[config.mk]
export PLATFORM = sky130hd
export DESIGN_NAME = line_grid_intersection
export DESIGN_NICKNAME = d
export VERILOG_FILES = /design/src/hdl/lgi_pkg.sv /design/src/hdl/line_grid_intersection.sv
export VERILOG_INCLUDE_DIRS = /design/src /design/src/hdl
export SDC_FILE = /design/constraint.sdc
export NUM_CORES = 2
export LEC_CHECK = 0
export BUFFER_PORTS_ARGS = -buffer_cell sky130_fd_sc_hd__buf_4
export CORE_ASPECT_RATIO = 1.4
export CORE_UTILIZATION = 33
export CTS_BUF_LIST = sky130_fd_sc_hd__clkbuf_4
export CTS_CLUSTER_SIZE = 12
export DETAILED_ROUTE_END_ITERATION = 12
export HOLD_SLACK_MARGIN = 0.03
export PLACE_DENSITY = 0.52
export SETUP_SLACK_MARGIN = 0.2
export SYNTH_ARGS = -nofsm -noshare
export SYNTH_HDL_FRONTEND = slang
export SYNTH_SLANG_ARGS = --single-unit
[constraint.sdc]
create_clock -name clk -period 10.9 [get_ports clk]
set_clock_uncertainty 0.05 [all_clocks]
set_input_delay 0.545 -clock clk [delete_from_list [all_inputs] [get_ports clk]]
set_output_delay 0.545 -clock clk [all_outputs]
set_load 0.02 [all_outputs]
[src/hdl/assert_macros.svh]
// Assertion macros shared by the RTL of the line grid intersection block.
// Depends on nothing; define SYNTH to compile the checks away.
`ifndef ASSERT_MACROS_SVH
`define ASSERT_MACROS_SVH
`ifndef SYNTH
`define ASSERT_ALWAYS(lbl, clk, rst_n, expr, msg) \
  lbl: assert property (@(posedge clk) disable iff (!rst_n) (expr)) else $error(msg);
`define ASSERT_NEXT(lbl, clk, rst_n, pre, post, msg) \
  lbl: assert property (@(posedge clk) disable iff (!rst_n) (pre) |=> (post)) else $error(msg);
`else
`define ASSERT_ALWAYS(lbl, clk, rst_n, expr, msg)
`define ASSERT_NEXT(lbl, clk, rst_n, pre, post, msg)
`endif
`endif

[src/hdl/lgi_pkg.sv]
// Types, codes and saturation helpers for the line grid intersection block.
// Depends on nothing.
package lgi_pkg;

  localparam int MAX_COLUMNS_DEF = 32;
  localparam int DIV_NW = 50;
  localparam int DIV_DW = 34;
  localparam int MUL_W = 32;

  localparam logic [1:0] FUNC_CLEAR  = 2'd0;
  localparam logic [1:0] FUNC_COLUMN = 2'd1;
  localparam logic [1:0] FUNC_ROW    = 2'd2;

  typedef enum logic [3:0] {
    ST_IDLE, ST_DECODE, ST_DIV, ST_DIVD, ST_MUL, ST_SUM, ST_FIN, ST_COL, ST_EMIT
  } state_t;

  function automatic logic [31:0] abs32(logic signed [31:0] v);
    return v[31] ? 32'(-v) : 32'(v);
  endfunction

  function automatic logic [63:0] abs64(logic signed [63:0] v);
    return v[63] ? 64'(-v) : 64'(v);
  endfunction

  function automatic logic signed [31:0] sat32(logic neg, logic [63:0] q);
    logic signed [31:0] r;
    if (!neg) begin
      r = (q > 64'd2147483647) ? 32'sh7FFFFFFF : $signed(q[31:0]);
    end else begin
      r = (q > 64'd2147483648) ? 32'sh80000000 : -$signed(q[31:0]);
    end
    return r;
  endfunction

  function automatic logic signed [15:0] sat16(logic neg, logic [32:0] q);
    logic signed [15:0] r;
    if (!neg) begin
      r = (q > 33'd32767) ? 16'sh7FFF : $signed(q[15:0]);
    end else begin
      r = (q > 33'd32768) ? 16'sh8000 : -$signed(q[15:0]);
    end
    return r;
  endfunction

endpackage

[src/hdl/line_grid_intersection.sv]
// Line grid intersection: column table plus bit-serial divider and multiplier.
// Clear or vertical column: done in decode; add column: 50-step divide, then 32-step multiply.
// Row: divide and multiply for the row line (none if vertical), then per column a divide and
// multiply, a multiply if vertical, none if degenerate, plus output stalls; one word per column.
// One item at a time: input held off until it finishes, for a row until its last word is taken.
// Synchronous active-low reset empties the column table; entries hold no reset.
`include "assert_macros.svh"
module line_grid_intersection #(
  parameter int MAX_COLUMNS = lgi_pkg::MAX_COLUMNS_DEF
) (
  input  logic               clk,
  input  logic               rst_n,
  input  logic               in_valid,
  output logic               in_ready,
  input  logic [1:0]         in_func,
  input  logic signed [15:0] in_first_x,
  input  logic signed [15:0] in_first_y,
  input  logic signed [15:0] in_second_x,
  input  logic signed [15:0] in_second_y,
  output logic               out_valid,
  input  logic               out_ready,
  output logic signed [15:0] out_grid_x,
  output logic signed [15:0] out_grid_y,
  output logic [5:0]         out_column_index,
  output logic               out_degenerate,
  output logic               out_last
);
  import lgi_pkg::*;

  localparam int CW = $clog2(MAX_COLUMNS + 1);
  localparam int IW = (MAX_COLUMNS > 1) ? $clog2(MAX_COLUMNS) : 1;

  state_t state_r, state_nxt;
  logic [CW-1:0] count_r;
  logic [IW-1:0] idx_r;
  logic out_valid_r;
  logic [1:0] func_r;
  logic signed [15:0] x1_r, y1_r, x2_r, y2_r;
  logic row_vert_r, is_col_r;

  logic signed [31:0] slope_mem [MAX_COLUMNS];
  logic signed [31:0] icpt_mem [MAX_COLUMNS];
  logic               vert_mem [MAX_COLUMNS];
  logic signed [15:0] topx_mem [MAX_COLUMNS];

  logic [DIV_NW-1:0] dn_r;
  logic [DIV_DW-1:0] drem_r;
  logic [DIV_DW-1:0] dd_r;
  logic              dneg_r;
  logic [5:0]        dcnt_r;

  logic [MUL_W-1:0]   ma_r, mb_r;
  logic [2*MUL_W-1:0] macc_r;
  logic               mneg_r;
  logic [4:0]         mcnt_r;

  logic signed [31:0] mm_r, mr_r, br_r, xq_r, cola_r, colb_r;
  logic signed [63:0] sum_r;
  logic signed [15:0] gx_r, gy_r;
  logic [5:0] cidx_r;
  logic degen_r, last_r;

  logic in_fire, out_fire;
  logic signed [31:0] rd_slope, rd_icpt;
  logic rd_vert;
  logic signed [15:0] rd_topx;
  logic col_degen, last_w, tbl_full, mem_we;
  logic signed [16:0] dx_w, dy_w;
  logic div_ld, mul_ld;
  logic signed [DIV_NW-1:0] div_num;
  logic signed [DIV_DW-1:0] div_den;
  logic [DIV_NW-1:0] num_mag;
  logic [DIV_DW-1:0] den_mag;
  logic [DIV_DW:0] rem_sh;
  logic rem_ge;
  logic signed [31:0] q_sat, mul_a, mul_b, b_w, topx_q;
  logic [MUL_W:0] msum_w;
  logic signed [63:0] prod_w;
  logic signed [31:0] wr_slope, wr_icpt;
  logic wr_vert;

  assign in_fire  = in_valid && in_ready;
  assign out_fire = out_valid && out_ready;
  assign in_ready = (state_r == ST_IDLE);
  assign out_valid = out_valid_r;
  assign out_grid_x = gx_r;
  assign out_grid_y = gy_r;
  assign out_column_index = cidx_r;
  assign out_degenerate = degen_r;
  assign out_last = last_r;

  assign rd_slope = slope_mem[idx_r];
  assign rd_icpt  = icpt_mem[idx_r];
  assign rd_vert  = vert_mem[idx_r];
  assign rd_topx  = topx_mem[idx_r];
  assign topx_q   = 32'(rd_topx) <<< 12;

  assign col_degen = row_vert_r || (!rd_vert && (rd_slope == mr_r));
  assign last_w = ((CW'(idx_r) + CW'(1)) == count_r);
  assign tbl_full = (count_r >= CW'(MAX_COLUMNS));
  assign dx_w = 17'(x2_r) - 17'(x1_r);
  assign dy_w = 17'(y2_r) - 17'(y1_r);

  always_comb begin
    state_nxt = state_r;
    unique case (state_r)
      ST_IDLE: if (in_fire) state_nxt = ST_DECODE;
      ST_DECODE: begin
        priority case (func_r)
          FUNC_COLUMN: state_nxt = (tbl_full || x1_r == x2_r) ? ST_IDLE : ST_DIV;
          FUNC_ROW: begin
            if (count_r == '0) state_nxt = ST_IDLE;
            else if (x1_r == x2_r) state_nxt = ST_COL;
            else state_nxt = ST_DIV;
          end
          default: state_nxt = ST_IDLE;
        endcase
      end
      ST_DIV: if (dcnt_r == 6'(DIV_NW - 1)) state_nxt = ST_DIVD;
      ST_DIVD: state_nxt = ST_MUL;
      ST_MUL: if (mcnt_r == 5'(MUL_W - 1)) state_nxt = ST_SUM;
      ST_SUM: state_nxt = ST_FIN;
      ST_FIN: begin
        if (is_col_r) state_nxt = ST_EMIT;
        else if (func_r == FUNC_ROW) state_nxt = ST_COL;
        else state_nxt = ST_IDLE;
      end
      ST_COL: begin
        if (col_degen) state_nxt = ST_EMIT;
        else if (rd_vert) state_nxt = ST_MUL;
        else state_nxt = ST_DIV;
      end
      ST_EMIT: if (out_ready) state_nxt = last_r ? ST_IDLE : ST_COL;
      default: state_nxt = ST_IDLE;
    endcase
  end

  always_comb begin
    div_ld = (state_nxt == ST_DIV) && (state_r == ST_DECODE || state_r == ST_COL);
    if (state_r == ST_COL) begin
      div_num = (50'(br_r) - 50'(rd_icpt)) <<< 16;
      div_den = 34'(rd_slope) - 34'(mr_r);
    end else begin
      div_num = 50'(dy_w) <<< 16;
      div_den = 34'(dx_w);
    end
    num_mag = div_num[DIV_NW-1] ? DIV_NW'(-div_num) : DIV_NW'(div_num);
    den_mag = div_den[DIV_DW-1] ? DIV_DW'(-div_den) : DIV_DW'(div_den);
    rem_sh = {drem_r, dn_r[DIV_NW-1]};
    rem_ge = (rem_sh >= {1'b0, dd_r});
    q_sat = sat32(dneg_r, 64'(dn_r));

    mul_ld = (state_r == ST_DIVD) || (state_r == ST_COL && state_nxt == ST_MUL);
    if (state_r == ST_COL) begin
      mul_a = mr_r;
      mul_b = topx_q;
    end else if (is_col_r) begin
      mul_a = cola_r;
      mul_b = q_sat;
    end else begin
      mul_a = q_sat;
      mul_b = 32'(x1_r);
    end
    msum_w = {1'b0, macc_r[2*MUL_W-1:MUL_W]} + (mb_r[0] ? {1'b0, ma_r} : '0);
    prod_w = mneg_r ? -$signed(macc_r) : $signed(macc_r);
    b_w = sat32(sum_r[63], (abs64(sum_r) + 64'd8) >> 4);

    if (state_r == ST_DECODE) begin
      mem_we = (func_r == FUNC_COLUMN) && !tbl_full && (x1_r == x2_r);
      wr_slope = '0;
      wr_icpt = '0;
      wr_vert = 1'b1;
    end else begin
      mem_we = (state_r == ST_FIN) && !is_col_r && (func_r == FUNC_COLUMN);
      wr_slope = mm_r;
      wr_icpt = b_w;
      wr_vert = 1'b0;
    end
  end

  always_ff @(posedge clk) begin
    if (!rst_n) begin
      state_r <= ST_IDLE;
      count_r <= '0;
      out_valid_r <= 1'b0;
    end else begin
      state_r <= state_nxt;
      if (state_r == ST_DECODE && func_r == FUNC_CLEAR) count_r <= '0;
      else if (mem_we) count_r <= count_r + CW'(1);
      if (state_nxt == ST_EMIT && state_r != ST_EMIT) out_valid_r <= 1'b1;
      else if (out_fire) out_valid_r <= 1'b0;
    end
  end

  always_ff @(posedge clk) begin
    if (mem_we) begin
      slope_mem[count_r[IW-1:0]] <= wr_slope;
      icpt_mem[count_r[IW-1:0]] <= wr_icpt;
      vert_mem[count_r[IW-1:0]] <= wr_vert;
      topx_mem[count_r[IW-1:0]] <= x1_r;
    end
  end

  always_ff @(posedge clk) begin
    if (in_fire) begin
      func_r <= in_func;
      x1_r <= in_first_x;
      y1_r <= in_first_y;
      x2_r <= in_second_x;
      y2_r <= in_second_y;
    end
    if (div_ld) begin
      dn_r <= num_mag + DIV_NW'(den_mag >> 1);
      drem_r <= '0;
      dd_r <= den_mag;
      dneg_r <= div_num[DIV_NW-1] ^ div_den[DIV_DW-1];
      dcnt_r <= '0;
    end else if (state_r == ST_DIV) begin
      drem_r <= rem_ge ? DIV_DW'(rem_sh - {1'b0, dd_r}) : rem_sh[DIV_DW-1:0];
      dn_r <= {dn_r[DIV_NW-2:0], rem_ge};
      dcnt_r <= dcnt_r + 6'd1;
    end
    if (mul_ld) begin
      ma_r <= abs32(mul_a);
      mb_r <= abs32(mul_b);
      macc_r <= '0;
      mneg_r <= mul_a[31] ^ mul_b[31];
      mcnt_r <= '0;
    end else if (state_r == ST_MUL) begin
      macc_r <= {msum_w, macc_r[MUL_W-1:1]};
      mb_r <= mb_r >> 1;
      mcnt_r <= mcnt_r + 5'd1;
    end
    unique case (state_r)
      ST_DECODE: begin
        row_vert_r <= (x1_r == x2_r);
        is_col_r <= 1'b0;
        idx_r <= '0;
      end
      ST_DIVD: begin
        if (is_col_r) xq_r <= q_sat;
        else mm_r <= q_sat;
      end
      ST_SUM: begin
        if (is_col_r) sum_r <= prod_w + (64'(colb_r) <<< 16);
        else sum_r <= (64'(y1_r) <<< 20) - prod_w;
      end
      ST_FIN: begin
        if (is_col_r) begin
          gx_r <= sat16(xq_r[31], 33'(({1'b0, abs32(xq_r)} + 33'd32768) >> 16));
          gy_r <= sat16(sum_r[63], {1'b0, 32'((abs64(sum_r) + 64'd2147483648) >> 32)});
          degen_r <= 1'b0;
          cidx_r <= 6'(idx_r);
          last_r <= last_w;
        end else begin
          mr_r <= mm_r;
          br_r <= b_w;
          idx_r <= '0;
        end
      end
      ST_COL: begin
        is_col_r <= 1'b1;
        if (col_degen) begin
          gx_r <= '0;
          gy_r <= '0;
          degen_r <= 1'b1;
          cidx_r <= 6'(idx_r);
          last_r <= last_w;
        end else if (rd_vert) begin
          xq_r <= topx_q;
          colb_r <= br_r;
        end else begin
          cola_r <= rd_slope;
          colb_r <= rd_icpt;
        end
      end
      ST_EMIT: if (out_ready && !last_r) idx_r <= idx_r + IW'(1);
      default: ;
    endcase
  end

  `ASSERT_ALWAYS(a_one_at_a_time, clk, rst_n, !(in_ready && out_valid), "word accepted while result pending")
  `ASSERT_ALWAYS(a_count_bound, clk, rst_n, count_r <= CW'(MAX_COLUMNS), "column count overflow")
  `ASSERT_ALWAYS(a_degen_zero, clk, rst_n, !(out_valid && out_degenerate) || (out_grid_x == '0 && out_grid_y == '0), "degenerate word carries coordinates")
  `ASSERT_NEXT(a_last_idle, clk, rst_n, out_valid && out_ready && out_last, in_ready, "row did not end after last word")

endmodule
=== After elaboration in Yosys (flattened, before gate mapping) ===
Memory sizes are Yosys's and may differ from the RTL's. A register that Yosys moved wholly into a read port is not among the register bits.
Cells that the tools add are included.

* Flip-flop bits (word level): 639
* Bits in writable memories: 2592
* Word-level logic and storage cells: 227
* Memories kept: 4

* Add/sub/neg operators: 28
* Order comparisons: 10
* Equal/unequal tests: 26
* Muxes and demuxes: 81
* Bitwise logic cells: 6
* Reduce and logical (&&, ||, !) cells: 38

{| class="wikitable"
|+ Memories
! name !! words !! width !! rd ports !! clocked after Yosys merged registers in !! wr ports !! line !! source
|-
| icpt_mem || 32 || 32 || 1 || 1 || 1 || line_grid_intersection.sv:42 || <nowiki>logic signed [31:0] icpt_mem [MAX_COLUMNS];</nowiki>
|-
| slope_mem || 32 || 32 || 1 || 1 || 1 || line_grid_intersection.sv:41 || <nowiki>logic signed [31:0] slope_mem [MAX_COLUMNS];</nowiki>
|-
| topx_mem || 32 || 16 || 1 || 1 || 1 || line_grid_intersection.sv:44 || <nowiki>logic signed [15:0] topx_mem [MAX_COLUMNS];</nowiki>
|-
| vert_mem || 32 || 1 || 1 || 1 || 1 || line_grid_intersection.sv:43 || <nowiki>logic vert_mem [MAX_COLUMNS];</nowiki>
|}

{| class="wikitable"
|+ Operators by type and width
! operator !! number
|-
| two-way mux 32 bit || 21
|-
| two-way mux 50 bit || 4
|-
| two-way mux 64 bit || 3
|-
| negator 32 bit || 5
|-
| two-way mux 16 bit || 9
|-
| negator 64 bit || 2
|-
| two-way mux 34 bit || 3
|-
| subtractor 32 x 32 -> 33 bit || 2
|-
| adder 64 x 32 -> 64 bit (second input constant) || 1
|-
| adder 64 x 4 -> 64 bit (second input constant) || 1
|-
| adder 64 x 48 -> 64 bit || 1
|-
| case mux 16 bit (2 select lines) || 2
|-
| case mux 32 bit (2 select lines) || 1
|-
| subtractor 36 x 64 -> 64 bit || 1
|-
| > comparator 60 x 31 -> 1 bit (second input constant) || 1
|-
| > comparator 60 x 32 -> 1 bit (second input constant) || 1
|-
| adder 50 x 33 -> 50 bit || 1
|-
| > comparator 50 x 31 -> 1 bit (second input constant) || 1
|-
| > comparator 50 x 32 -> 1 bit (second input constant) || 1
|-
| negator 50 bit || 1
|-
| case mux 4 bit (9 select lines) || 1
|-
| >= comparator 35 x 34 -> 1 bit || 1
|-
| negator 34 bit || 1
|-
| subtractor 16 x 16 -> 17 bit || 2
|-
| 50 further kinds || 122
|}

=== Logic depth before layout (Yosys ltp) ===
* Word-level depth: 9
* Gate-level depth with buffers: 47
* Mapped depth without buffers: 37

=== Worst setup path before layout ===
Ideal clock, no wire load.

* Path kind: reg-to-reg
* From: register with a tool-made name
* To: register dn_r[44] (data pin)
* Library setup time: 267 ps
* Arrival: 11649 ps
* Path slack: -1066 ps
* Cell stages (with the launch flop): 47
* Period minus slack after synthesis: 11966 ps
* Cells stage by stage: dfxtp_1 -> clkbuf_1 -> buf_2 -> buf_2 -> buf_2 -> buf_2 -> buf_2 -> buf_2 -> clkbuf_1 -> buf_1 -> buf_1 -> mux4_2 -> mux4_2 -> mux2_2 -> ha_1 -> nor2b_1 -> o21ai_0 -> a21boi_0 -> [11 not listed] -> ha_1 -> inv_1 -> fa_1 -> nor2b_1 -> o21ai_0 -> a21boi_0 -> o21ai_0 -> a21boi_0 -> o21ai_0 -> a21oi_1 -> o21ai_0 -> nand2b_1 -> a31oi_1 -> o311a_1 -> nor4_1 -> o2111ai_1 -> xnor2_1 -> o21ai_0

{| class="wikitable"
|+ RTL lines
! item !! line !! source
|-
| to (signal assigned) || line_grid_intersection.sv:213 || <nowiki>dn_r <= num_mag + DIV_NW'(den_mag >> 1);</nowiki>
|-
| to (signal assigned) || line_grid_intersection.sv:220 || <nowiki>dn_r <= {dn_r[DIV_NW-2:0], rem_ge};</nowiki>
|-
| to (decl) || line_grid_intersection.sv:46 || <nowiki>logic [DIV_NW-1:0] dn_r;</nowiki>
|}

==> impl_metrics.toml <==
[floorplan]
die_width_um = 572.0
design.portCount = 112
initial_utilization = 0.3318
standard_cell_rows = 292
die-area_um2 = 457500
die_height_um = 799.9
core_area_um2 = 452300

[yosys]
synth_top_cell_by_area = "edfxtp_1"
synthDominantCellAreaShare = 0.6223
ys_top_cells_by_area = "edfxtp_1 (62%), mux4_2 (12%), ha_1 (2.5%)"
synth_sequential_area_ratio = 0.6389
yosys_most_used_dff = "edfxtp_1"
syn_inst = 9873
adder_cell_share_of_the_synthesized_area = 0.02574
asyncSetResetFlopFracSynth = 0
yosysWarningCount = 0
synth.avg_cell_area_um2 = 15.20
synthesized_area_fraction_occupied_by_ao_oa_aoi_and_oai_cells = 0.07373
muxShareOfSynthArea = 0.1348
postSynthRegisterBits = 3235
synthSimpleGateAreaFrac = 0.07330
synthXorXnorAreaFrac = 0.03343
syn-cell-area_um2 = 150100
edff_count_synth = 3110
post_synth_num_cell_types = 110
largest_family_of_logic_cells_by_synthesized_area = "multiplexers"

[grt]
met3_routing_resource_usage_after_global_routing = 0.02721
global_route.overflow_total = 0
global_route_wire_length_before_repair_um = 668900
vias_in_the_first_global_route = 95310
initial_antenna_violation_count = 27
grt_busiest_layer = "met2"
global_route.usage.total = 0.2012
grtUsageMet1 = 0.2500
global_route.usage.met2 = 0.3520
pin_count_of_the_biggest_net_entering_global_routing = 85

[worst_setup_path]
rr_worst_depth = 38
worstSetupPathType = "reg -> reg"
path_common_cell = "o21ai_0"
setup.reg_to_reg.worst_slack_ns = 0.98
setup.worst_path.end_class = "register"
worst_path_max_delay_cell = "or4b_2"
worst_ep_required_time_ns = 12.01
timing.critical_path.from_type = "register"
timing.critical_path.fanout_max = 20
r2r-end = "dn_r[45]"
worst-endpoint-arrival_ns = 11.03
max_stage_delay_ns = 0.68

[hold_path]
beginning_of_the_worst_hold_path = "in_func[1]"
holdPathEnd = "func_r[1]"
hp-class = "in -> reg"
worstHoldPathCells = 3

[routing]
drcViolationCount = 0
vias = 94170
vias_per_cell = 5.431
postRouteAntennaNets = 0
routedWlPerCell_um = 27.10
drt_pre_antenna_iters = 8
drt-total-wl_um = 469800
detailedRoute.firstIterationViolations = 9007

[clock_tree]
clk_path_buf_depth = 4
cts_resized = 0
clock_sink_count = 3235
clk_pin_slew_worst_paths_ns = 0.07
clock_tree.htree_level_count = 6
cts-buffers-inserted = 752
cts.root.buffer_cell = "clkbuf_4"
clock_tree_from_tritoncts = "built"
clock_latency_ns = 1.48

[timing]
final.min_clock_period_ns = 9.920
final.setup.worst_slack_ns = 0.9800
transition_time_of_the_tightest_slew_check_pin_ns = 1.312
maxSlewViolCount = 0
slew_headroom = 0.1255
hold_violations = 0
setup-violations-final = 0
timing.final.crit_share = 0.9101
setup_repair_after_global_routing_missed_its_margin = "false"
setup_total_negative_slack_ns = 0
fmax_mhz = 100.8

[final_layout]
fillers = 42590
multi_input_area_um2 = 51630
regArea_um2 = 95910
layout-area-overhead-vs-synth_pct = 13.79
drive_gt1_frac = 0.2351
nets = 11090
final_core_util = 0.3776

[power]
p_leak_nw = 57.23
cellPowerDensity_nw_per_um2 = 163.2
peakVddDrop_mv = 0.2659

[placed_design]
portbufs = 110
place_hpwl_um = 289900
place_ws_ns = 0.9880
globalplace.congestion = 0.9315

[status]
result_of_the_run = "completed"

[run]
max_cap_viol_count = 0
logic make-up after synthesis:
family / Yosys count
flip-flops: 3235
AO/OA/AOI/OAI: 1742
XOR/XNOR: 572
other: 1
AND/OR/NAND/NOR: 2235
multiplexers: 1001
adder cells (fa/ha/maj): 304
buffers and inverters: 783
what timing repair did:
action / 4_1_cts / 5_1_grt
hold buffers: 139 / 0
setup endpoints to repair: 0 / 2
setup buffers: 0 / 7
endpoints found under the hold margin: 134 / 0
worst max-delay path by stage:
stage	from	to
floorplan	register	dn_r[45]
global placement	register	dn_r[45]
detailed placement	register	dn_r[45]
CTS	register	dn_r[45]
global route	register	dn_r[45]
finish	register	dn_r[45]
through the flow:
step | total power, mW | std cells | hold WS, ns | cell area (um2)
after detailed placement | 18.23 | 15840 | 0.3793 | 159600
after global placement | 18.17 | 15840 | 0.3869 | 159600
after global routing | 29.10 | 17330 | 0.2283 | 170800
final | 27.88 | 17340 | 0.3003 | 170800
after floorplan | 16.93 | 9875 | 0.3674 | 150200
after CTS | 28.19 | 17320 | 0.07159 | 170600
layer usage:
metal | vias to the layer above | share of wire | wire [um]
li1 | 41030 | - | -
met3 | 854 | 0.056 | 26260
met5 | - | 0.00020 | 92
met4 | 12 | 0.040 | 18870
met1 | 48860 | 0.40 | 187100
met2 | 3410 | 0.51 | 237500
worst max-delay path: cells and delay by family, from the launching register on:
family | cells | cell delay (ns)
adder cells (fa/ha/maj) | 3 | 0.76
multiplexers | 3 | 1.20
buffers and inverters | 3 | 0.66
AND/OR/NAND/NOR | 6 | 1.85
XOR/XNOR | 1 | 0.17
AO/OA/AOI/OAI | 22 | 4.30
flip-flops | 1 | 0.58
cells in the final DEF, fill, tap and decap left out, drive strengths merged, types with 125 or more instances in the layout:
cell type and count:
edfxtp 3110, clkbuf 1091, mux4 809, nand2 643, nor2 580, a21oi 538
buf 431, o21ai 430, xnor2 336, inv 312, ha 296, xor2 236
clkinv 206, nand3 152, dlygate4sd3 139, nor3 139, a21o 136, dfxtp 125
power by group:
part | switching (mW) | total (mW) | internal [mW]
combinational | 2.47 | 4.13 | 1.66
sequential | 0.163 | 13.9 | 13.7
clock | 4.93 | 9.86 | 4.93
registers in the layout (all words and copies together) (netlist names), 34 cells and up, named ones only:
register	flops
icpt_mem	1024
slope_mem	1024
topx_mem	512
macc_r	64
sum_r	64
dn_r	50
dd_r	34
drem_r	34
cells in the mapped netlist, types with 136 or more instances:
cell,count
xnor2_1,336
clkbuf_1,371
o21ai_0,410
edfxtp_1,3110
nand2_1,641
a21o_1,136
xor2_1,235
mux4_2,809
inv_1,295
a21oi_1,537
ha_1,296
nand3_1,151
nor2_1,580
layout make-up:
cell class | count | share of cell area
Timing Repair Buffer | 570 | 0.02881
Multi-Input combinational cell | 5857 | 0.3023
Inverter | 301 | 0.006675
Clock buffer | 1091 | 0.04796
Clock inverter | 245 | 0.008242
Sequential cell | 3235 | 0.5616
Antenna cell | 13 | 0.0001905
Tap cell | 6027 | 0.04416
Power figures use the tool's default switching activity.
